==> config.mk <==
export PLATFORM = sky130hd
export DESIGN_NAME = rotary_encoder_detent_tracker_core
export DESIGN_NICKNAME = d
export VERILOG_FILES = /design/src/rdt_pkg.sv /design/src/rotary_encoder_detent_tracker_core.sv
export SDC_FILE = /design/constraint.sdc
export NUM_CORES = 1
export LEC_CHECK = 0
export BUFFER_PORTS_ARGS = -buffer_cell sky130_fd_sc_hd__buf_2
export CORE_AREA = 2 2 123 125
export DETAILED_ROUTE_END_ITERATION = 6
export DIE_AREA = 0 0 125 127
export SYNTH_ARGS = -nofsm -noshare
export SYNTH_HDL_FRONTEND = slang
export SYNTH_SLANG_ARGS = --single-unit
==> constraint.sdc <==
create_clock -name clk -period 4 [get_ports clk]
set_input_delay 0.8 -clock clk [delete_from_list [all_inputs] [get_ports clk]]
set_output_delay 0.8 -clock clk [all_outputs]
set_load 0.005 [all_outputs]
==> src/rdt_pkg.sv <==
package rdt_pkg;

    localparam int TIME_WIDTH_DEFAULT = 32;

    localparam int NOW_W     = 32;
    localparam int TIMEOUT_W = 32;
    localparam int ACCUM_W   = 8;
    localparam int DETENT_W  = 6;
    localparam int IN_DATA_W  = 40;
    localparam int OUT_DATA_W = 8;

    localparam logic CMD_SAMPLE = 1'b0;
    localparam logic CMD_TICK   = 1'b1;

    localparam logic REG_TIMEOUT_ENABLE = 1'b0;
    localparam logic REG_TIMEOUT_MS     = 1'b1;

    localparam logic [TIMEOUT_W-1:0] TIMEOUT_MS_RESET = {TIMEOUT_W{1'b1}};

    localparam logic signed [ACCUM_W-1:0] ACCUM_MAX = 8'sd127;
    localparam logic signed [ACCUM_W-1:0] ACCUM_MIN = -8'sd128;

    typedef logic signed [1:0] quad_step_t;

    localparam quad_step_t QUAD_TABLE [16] = '{
        2'sd0, -2'sd1, 2'sd1, 2'sd0,
        2'sd1, 2'sd0, 2'sd0, -2'sd1,
        -2'sd1, 2'sd0, 2'sd0, 2'sd1,
        2'sd0, 2'sd1, -2'sd1, 2'sd0
    };

endpackage

==> src/rotary_encoder_detent_tracker_core.sv <==
// Channel   Direction  Word bits (lowest first)
// s_axis    in         tuser: command; tdata: pin_a, pin_b, button_level, now_ms, zero pad
// m_axis    out        tdata: detent_steps, press_edge, sleep_request
// cfg       in         cfg_index 0 timeout_enable, 1 timeout_ms; written when cfg_wen is high
//
// A tick result is in the output register in the cycle after its word is accepted.
// A new word is accepted each cycle while the output register is empty or being drained.
// Sample words produce no result but wait with the rest when the output is stalled.
// Reset clears the encoder state, the accumulator, the button history and the activity time.
module rotary_encoder_detent_tracker_core #(
    parameter int TIME_WIDTH = rdt_pkg::TIME_WIDTH_DEFAULT
) (
    input  logic                           clk,
    input  logic                           rst_n,
    input  logic                           s_axis_tvalid,
    output logic                           s_axis_tready,
    // pin_a, pin_b, button_level, now_ms[31:0], zero pad
    input  logic [rdt_pkg::IN_DATA_W-1:0]  s_axis_tdata,
    // command
    input  logic                           s_axis_tuser,
    output logic                           m_axis_tvalid,
    input  logic                           m_axis_tready,
    // detent_steps[5:0], press_edge, sleep_request
    output logic [rdt_pkg::OUT_DATA_W-1:0] m_axis_tdata,
    input  logic                           cfg_wen,
    input  logic                           cfg_index,
    input  logic [rdt_pkg::TIMEOUT_W-1:0]  cfg_data
);

    localparam int CMP_W = (TIME_WIDTH > rdt_pkg::NOW_W) ? TIME_WIDTH : rdt_pkg::NOW_W;

    logic                                 timeout_enable_reg;
    logic [rdt_pkg::TIMEOUT_W-1:0]        timeout_ms_reg;
    logic [1:0]                           quad_prev_reg;
    logic [1:0]                           quad_prev_next;
    logic signed [rdt_pkg::ACCUM_W-1:0]   step_accum_reg;
    logic signed [rdt_pkg::ACCUM_W-1:0]   step_accum_next;
    logic                                 button_was_down_reg;
    logic                                 button_was_down_next;
    logic [TIME_WIDTH-1:0]                last_activity_reg;
    logic [TIME_WIDTH-1:0]                last_activity_next;
    logic                                 out_valid_reg;
    logic                                 out_valid_next;
    logic [rdt_pkg::OUT_DATA_W-1:0]       out_data_reg;
    logic [rdt_pkg::OUT_DATA_W-1:0]       out_data_next;

    logic                                 accept;
    logic                                 pin_a;
    logic                                 pin_b;
    logic                                 button_level;
    logic [rdt_pkg::NOW_W-1:0]            now_ms;
    logic [1:0]                           quad_now;
    rdt_pkg::quad_step_t                  quad_step;
    logic signed [rdt_pkg::ACCUM_W:0]     accum_diff;
    logic signed [rdt_pkg::DETENT_W-1:0]  detents;
    logic                                 pressed;
    logic                                 press_edge;
    logic                                 activity;
    logic [CMP_W-1:0]                     now_wide;
    logic [TIME_WIDTH-1:0]                now_time;
    logic [TIME_WIDTH-1:0]                idle_time;
    logic                                 sleep_request;

    assign s_axis_tready = !out_valid_reg || m_axis_tready;
    assign accept        = s_axis_tvalid && s_axis_tready;
    assign m_axis_tvalid = out_valid_reg;
    assign m_axis_tdata  = out_data_reg;

    assign pin_a        = s_axis_tdata[0];
    assign pin_b        = s_axis_tdata[1];
    assign button_level = s_axis_tdata[2];
    assign now_ms       = s_axis_tdata[rdt_pkg::NOW_W+2:3];

    assign quad_now   = {pin_a, pin_b};
    assign quad_step  = rdt_pkg::QUAD_TABLE[{quad_prev_reg, quad_now}];
    assign accum_diff = (rdt_pkg::ACCUM_W+1)'(step_accum_reg)
                      - (rdt_pkg::ACCUM_W+1)'(quad_step);

    assign detents    = step_accum_reg[rdt_pkg::ACCUM_W-1:2];
    assign pressed    = !button_level;
    assign press_edge = pressed && !button_was_down_reg;
    assign activity   = (detents != '0) || press_edge;
    assign now_wide   = CMP_W'(now_ms);
    assign now_time   = now_wide[TIME_WIDTH-1:0];
    assign idle_time  = activity ? '0 : (now_time - last_activity_reg);
    assign sleep_request = timeout_enable_reg
                        && (CMP_W'(idle_time) > CMP_W'(timeout_ms_reg));

    always_comb
    begin
        quad_prev_next       = quad_prev_reg;
        step_accum_next      = step_accum_reg;
        button_was_down_next = button_was_down_reg;
        last_activity_next   = last_activity_reg;
        out_valid_next       = out_valid_reg && !m_axis_tready;
        out_data_next        = out_data_reg;
        if (accept)
        begin
            unique case (s_axis_tuser)
                rdt_pkg::CMD_SAMPLE:
                begin
                    quad_prev_next = quad_now;
                    if (accum_diff > (rdt_pkg::ACCUM_W+1)'(rdt_pkg::ACCUM_MAX))
                    begin
                        step_accum_next = rdt_pkg::ACCUM_MAX;
                    end
                    else if (accum_diff < (rdt_pkg::ACCUM_W+1)'(rdt_pkg::ACCUM_MIN))
                    begin
                        step_accum_next = rdt_pkg::ACCUM_MIN;
                    end
                    else
                    begin
                        step_accum_next = accum_diff[rdt_pkg::ACCUM_W-1:0];
                    end
                end
                rdt_pkg::CMD_TICK:
                begin
                    step_accum_next      = {{(rdt_pkg::ACCUM_W-2){1'b0}}, step_accum_reg[1:0]};
                    button_was_down_next = pressed;
                    if (activity)
                    begin
                        last_activity_next = now_time;
                    end
                    out_valid_next = 1'b1;
                    out_data_next  = {sleep_request, press_edge, detents};
                end
                default:
                begin
                    quad_prev_next = quad_prev_reg;
                end
            endcase
        end
    end

    always_ff @(posedge clk or negedge rst_n)
    begin
        if (!rst_n)
        begin
            timeout_enable_reg  <= 1'b0;
            timeout_ms_reg      <= rdt_pkg::TIMEOUT_MS_RESET;
            quad_prev_reg       <= '0;
            step_accum_reg      <= '0;
            button_was_down_reg <= 1'b0;
            last_activity_reg   <= '0;
            out_valid_reg       <= 1'b0;
        end
        else
        begin
            if (cfg_wen)
            begin
                unique case (cfg_index)
                    rdt_pkg::REG_TIMEOUT_ENABLE: timeout_enable_reg <= cfg_data[0];
                    rdt_pkg::REG_TIMEOUT_MS:     timeout_ms_reg     <= cfg_data;
                    default:                     timeout_enable_reg <= timeout_enable_reg;
                endcase
            end
            quad_prev_reg       <= quad_prev_next;
            step_accum_reg      <= step_accum_next;
            button_was_down_reg <= button_was_down_next;
            last_activity_reg   <= last_activity_next;
            out_valid_reg       <= out_valid_next;
        end
    end

    always_ff @(posedge clk)
    begin
        out_data_reg <= out_data_next;
    end

endmodule

==> results of run 1 <==
## Yosys cell counts, drive strengths merged (6+ instances only)
cell / count / area, um^2
dfrtp: 45 / 1130
ha: 75 / 938
a21o: 14 / 105
dfstp: 32 / 841
nand2b: 10 / 62.6
xor2: 8 / 70.1
nor2b: 8 / 50.1
nand3: 15 / 75.1
o21a: 10 / 75.1
xnor2: 19 / 166
o21bai: 7 / 52.6
clkbuf: 17 / 63.8
inv: 81 / 304
nand4: 13 / 81.3
o21ai: 65 / 325
a21oi: 54 / 274
nor2: 42 / 158
nor3: 13 / 65.1
and2: 8 / 50.1
a211oi: 6 / 50.1
nand2: 73 / 274
mux2: 35 / 394
edfxtp: 8 / 240
## layer usage
layer,GRT usage (%),up-vias,routed length (um)
li1,-,2904,-
met1,26.6,2761,7380
met2,37.2,101,7950
met3,4.31,20,666
met4,6.99,0,311
met5,0,-,0
## report_power, final
part / leakage (nW) / switching, mW / internal (mW) / total, mW
clock: 0.140 / 0.363 / 0.489 / 0.852
combinational: 2.91 / 1.56 / 1.47 / 3.03
sequential: 0.967 / 0.108 / 1.13 / 1.24
## cell families after synthesis
group,after synthesis
and+or+nand+nor,201
AOI/OAI and AO/OA,191
buffers and inverters,103
DFF,85
adders and majority gates,78
muxes,41
xor gates and xnor gates,27
## critical path, stage by stage
cell and delay (ns):
buf_8 0.10, ha_4 0.24, nor2b_4 0.14, o2111ai_2 0.16
a211oi_2 0.36, o211ai_1 0.24, a2111oi_4 0.38, o21a_1 0.20
nor3_2 0.05, ha_1 0.31, nand4_1 0.15, nor2_2 0.17
nand2_2 0.09, or3_4 0.35, o41ai_4 0.37, a21oi_2 0.05
## how the worst min path moves through the flow
stage / start / end / slack, ns
floorplan: button_was_down_reg$_DFFE_PN0P_ / button_was_down_reg$_DFFE_PN0P_ / 0.45
global placement: button_was_down_reg$_DFFE_PN0P_ / button_was_down_reg$_DFFE_PN0P_ / 0.47
detailed placement: button_was_down_reg$_DFFE_PN0P_ / button_was_down_reg$_DFFE_PN0P_ / 0.48
CTS: button_was_down_reg$_DFFE_PN0P_ / button_was_down_reg$_DFFE_PN0P_ / 0.50
global route: step_accum_reg[5]$_DFFE_PN0P_ / m_axis_tdata[3]$_DFFE_PP_ / 0.55
finish: button_was_down_reg$_DFFE_PN0P_ / button_was_down_reg$_DFFE_PN0P_ / 0.50
## through the flow
| stage | util [%] | power, mW | setup TNS [ns] | hold WS, ns |
|---|---|---|---|---|
| after floorplan | - | 3.09 | 0 | 0.451 |
| after global placement | 54.3 | 4.05 | -0.427 | 0.466 |
| after detailed placement | 54.3 | 4.14 | -0.494 | 0.480 |
| after CTS | 57.5 | 5.11 | -0.0308 | 0.495 |
| after global routing | 58.0 | 5.56 | -0.140 | 0.546 |
| final | 58.0 | 5.12 | -0.0553 | 0.497 |
## area by class of cell
| class | instances | area, um^2 |
|---|---|---|
| fillers | 1323 | 6060 |
| multi-input cells | 538 | 4060 |
| flip-flops and latches | 85 | 2210 |
| repair buffers | 191 | 1260 |
| inverters | 81 | 304 |
| well taps | 184 | 230 |
| clock buffers | 10 | 229 |
| clock inverters | 6 | 71.3 |
| diodes | 1 | 2.50 |
## what timing repair did
action	in CTS	in global routing
setup endpoints to repair	1	1
gates resized for setup	24	17
cloned	0	0
setup buffers	3	1
hold buffers	0	0
pin swaps	13	12
==> flow_summary_export.csv, run 1 <==
group,metric,value,unit
die,coreArea,14400,um^2
power,total_leakage_power,4.02,nW
synth,synthXorXnorAreaFrac,3.66,%
timing,fmax,247,MHz
place,dp_hpwl,12.9,mm
die,die_area,15900,um^2
detailed_routing,ant_nets,0,
place,pre_cts_ws,-0.494,ns
synth,synth_edf_count,8,
outcome,violations,"negative setup slack",
synth,ys_dominant_reg_cell,"dfrtp_1",
job,maxCapViolations,0,
global_routing,grt_pass1_vias,5906,
critical_path,r2r_slack,0.03,ns
cells_and_area,drive_gt1_share,34.8,%
cts,cts_tree,"built",
die,rows,44,
place,dp_cells,1075,
cells_and_area,final_cell_mix,"108 x buf_4, 80 x buf_2, 79 x inv_1, 71 x nand2_1, 71 x ha_1",
detailed_routing,drc_errors,0,
cts,clock_latency,0.36,ns
cts,clk_pin_slew,0.07,ns
synth,synthAdderAreaFrac,15.3,%
cells_and_area,stdcell_area,8360,um^2
timing,post-route-min-period,4.06,ns
synth,synth.avg_cell_area,8.89,um^2
timing,slew_headroom,34.5,%
detailed_routing,routed_wl,16.3,mm
critical_path,worstReg2RegEnd,"m_axis_tdata[7]$_DFFE_PP_",
critical_path,critical_path.startpoint_type,"input port",
synth,yosys_warnings,0,
synth,synth_top_family_by_area,"compound AO/OA/AOI/OAI gates",
detailed_routing,avgRoutedWirePerCell,14.9,um
critical_path,end_kind,"flop",
global_routing,gr-total-overflow,0,
die,start_util,44.7,%
power,ir_drop,0.368,mV
critical_path,r2r_cells,16,
detailed_routing,via_per_inst,5.28,
global_routing,grt.total_usage,21.3,%
global_routing,grt_max_degree,78,
synth,synth_seq_area_share,34.2,%
cells_and_area,final_common_cell,"buf_4",
die,fp.dieH,127,um
detailed_routing,drtIter0Drc,201,
global_routing,antenna_found_initial,0,
synth,synth_seq_cells,85,
timing,post-route-period-util,101,%
cts,htree_num_levels,3,
critical_path,crit_end,"m_axis_tdata[7]$_DFFE_PP_",
synth,synth.net_count,882,
timing,hold_violations,0,
place,placed_area,7830,um^2
detailed_routing,first_pass_iters,4,
synth,synth_cell_type_count,60,
global_routing,grt_pass1_wl,27.8,mm
critical_path,required,4.11,ns
synth,synthArstFlopShare,90.6,%
critical_path,crit_start,"s_axis_tdata[4]",
timing,maxSlewViolCount,0,
detailed_routing,vias,5786,
timing,worstMarginPinSlew,0.982,ns
synth,synth_cells,726,
cts,clock_sink_count,85,
outcome,status,"complete, but fails checks",
cells_and_area,area_delta_synth_final,29.6,%
cts,cts_buffers,9,
power,p_per_area,612,nW/um^2
timing,setup_ws,-0.0553,ns
critical_path,crit_fanout,2,
cts,cts-root-buf,"clkbuf_16",
timing,finalSetupViolCount,1,
die,die_x,125,um
timing,fin_worst_skew,0.0102,ns
synth,synthMuxAreaShare,7.23,%
place,gp_congestion,0.869,
place,port_buffers,83,
min_path,min_path_cells,2,
synth,syn_area,6450,um^2
critical_path,timing.rr.start,"last_activity_reg[1]$_DFFE_PN0P_",
cts,clockBufferDepth,2,
synth,synth_compound_area_share,18.7,%
cells_and_area,final_cells,1096,
critical_path,criticalPathCategory,"in2reg",
timing,grt_setup_unrepaired,"yes",
die,ios,89,
min_path,hold_class,"reg2reg",
critical_path,critPathArrivalTime,4.16,ns
synth,yosys.area_share.simple,14.7,%
cells_and_area,nNetsFinal,1062,
Note: power is estimated with default switching activity, not from simulation.
==> run 2: changes to the inputs <==
PLACE_DENSITY = 0.67   (was default)
REMOVE_ABC_BUFFERS = 1   (was default)
clock period = 3.38 ns   (was 4 ns; I/O delays follow)
==> run 2 against run 1 <==
Clock power grew 33%. Utilization grew 1.6 points. Largest power group unchanged. Critical endpoint unchanged. Die area is the same. Hold slack lost 0.044 ns. Routed wire length shrank 3.2%. Cell count grew 2.3%. First-iteration DRC count grew 12%. The flow still finishes with violations (negative setup slack). Via count shrank 1.1%. Highest routed layer unchanged.
==> flow_summary_export.csv, run 2 (synthesized netlist as in run 1, its figures left out) <==
group,metric,value,unit
outcome,status,"complete, but fails checks",
outcome,violations,"negative setup slack",
global_routing,grt.total_usage,20.8,%
cells_and_area,drive_gt1_share,36.7,%
detailed_routing,drtIter0Drc,225,
detailed_routing,drc_errors,0,
critical_path,critPathArrivalTime,3.91,ns
cts,clock_sink_count,85,
die,rows,44,
critical_path,critical_path.startpoint_type,"input port",
place,gp_congestion,0.884,
job,maxCapViolations,0,
cells_and_area,final_cells,1121,
die,fp.dieH,127,um
timing,setup_ws,-0.319,ns
global_routing,grt_pass1_wl,27.1,mm
critical_path,criticalPathCategory,"in2reg",
global_routing,grt_pass1_vias,5827,
timing,maxSlewViolCount,0,
global_routing,grt_max_degree,78,
critical_path,r2r_slack,-0.30,ns
die,start_util,44.7,%
timing,fin_worst_skew,0.0127,ns
timing,finalSetupViolCount,1,
detailed_routing,ant_nets,0,
cts,clock_latency,0.36,ns
timing,worstMarginPinSlew,0.975,ns
cts,hold_buffers,0,
timing,slew_headroom,35.0,%
place,dp_cells,1098,
cells_and_area,area_delta_synth_final,33.2,%
power,ir_drop,0.475,mV
timing,post-route-min-period,3.70,ns
detailed_routing,first_pass_iters,4,
die,ios,89,
cts,clockBufferDepth,2,
die,die_x,125,um
place,placed_area,7990,um^2
cells_and_area,num_antenna_cells,0,
critical_path,crit_fanout,4,
cts,cts_buffers,9,
cts,cts-root-buf,"clkbuf_16",
cts,clk_pin_slew,0.07,ns
cells_and_area,stdcell_area,8600,um^2
timing,fmax,270,MHz
detailed_routing,vias,5721,
cells_and_area,final_cell_mix,"134 x buf_4, 81 x buf_2, 79 x inv_1, 73 x nand2_1, 71 x ha_1",
detailed_routing,routed_wl,15.8,mm
die,die_area,15900,um^2
global_routing,gr-total-overflow,0,
place,port_buffers,83,
global_routing,antenna_found_initial,0,
detailed_routing,via_per_inst,5.10,
place,dp_hpwl,12.1,mm
power,p_per_area,744,nW/um^2
timing,post-route-period-util,109,%
cells_and_area,nNetsFinal,1088,
min_path,hold_class,"in2async",
timing,grt_setup_unrepaired,"yes",
timing,hold_violations,0,
detailed_routing,avgRoutedWirePerCell,14.1,um
die,coreArea,14400,um^2
critical_path,required,3.60,ns
power,total_leakage_power,4.17,nW
cells_and_area,final_common_cell,"buf_4",
cts,htree_num_levels,3,
critical_path,end_kind,"flop",
cts,cts_tree,"built",
## run 2: cell types whose count changed in the layout (fill, tap and decap cells not counted), sizes merged
| cell | delta |
|---|---|
| clkinvlp | -1 |
| diode | -1 |
| clkinv | +1 |
| inv | -2 |
| buf | +26 |
| bufinv | +2 |
## run 2: worst paths after layout
check	startpoint	end	depth (start not counted)
max	s_axis_tdata[4]	m_axis_tdata[7]$_DFFE_PP_	18
min in group clk	button_was_down_reg$_DFFE_PN0P_	button_was_down_reg$_DFFE_PN0P_	2
min reg2reg	button_was_down_reg$_DFFE_PN0P_	button_was_down_reg$_DFFE_PN0P_	2
max reg2reg	last_activity_reg[0]$_DFFE_PN0P_	m_axis_tdata[7]$_DFFE_PP_	18
max in group asynchronous	rst_n	last_activity_reg[20]$_DFFE_PN0P_	1
min	rst_n	last_activity_reg[9]$_DFFE_PN0P_	1
## run 2: report_power, final
part           internal (mW)  total, mW  switching [mW]  leakage, nW
clock                  0.722       1.13           0.412        0.163
combinational           1.93       3.81            1.88         3.04
sequential              1.34       1.45           0.114        0.967
total                   3.99       6.40            2.40         4.17
## run 2: what timing repair did
action / CTS / global route
endpoints found under the setup margin: 1 / 1
resized for setup: 41 / 5
buffers inserted: 7 / 0
pin swaps: 30 / 0
hold endpoints to repair: 0 / 0
## run 2: layout make-up
class,instances,area [um^2]
Timing Repair Buffer,217,1440
Inverter,81,307
Tap cell,184,230
Multi-Input combinational cell,538,4070
Sequential cell,85,2210
Clock buffer,10,229
Fill cell,1287,5830
Clock inverter,6,111
## run 2: routing by layer
layer	share of wire (%)	routed length, um	up-vias	global-route usage, %
met4	1.8	284	0	8.30
met3	3.3	527	15	3.27
li1	-	-	2967	-
met2	49	7670	82	35.9
met1	46	7300	2657	26.3
met5	0	0	-	0
## run 2: stage by stage
| stage | setup slack [ns] | hold slack [ns] | power, mW | utilization, % | TNS [ns] |
|---|---|---|---|---|---|
| 6_report | -0.319 | 0.453 | 6.40 | 59.6 | -0.319 |
| 4_1_cts | -0.233 | 0.487 | 6.40 | 59.5 | -0.233 |
| 5_1_grt | -0.502 | 0.542 | 6.94 | 59.6 | -0.502 |
| 3_3_place_gp | -0.903 | 0.464 | 4.98 | 55.4 | -1.15 |
| 3_5_place_dp | -1.04 | 0.472 | 5.02 | 55.4 | -1.32 |
| 2_1_floorplan | -0.708 | 0.380 | 3.62 | - | -0.708 |
## run 2: worst max-delay path: stages
cell and delay, ns:
buf_2 0.13, ha_4 0.26, nor2b_4 0.17, o2111ai_4 0.14, a211oi_4 0.29, buf_4 0.19
o2111ai_2 0.13, a21oi_1 0.24, o21ai_0 0.11, nor3b_1 0.15, ha_1 0.29, nand4_1 0.13
nor2_2 0.15, nand2_1 0.09, or3_4 0.34, o21bai_1 0.16, o2111a_1 0.12, a21oi_1 0.14
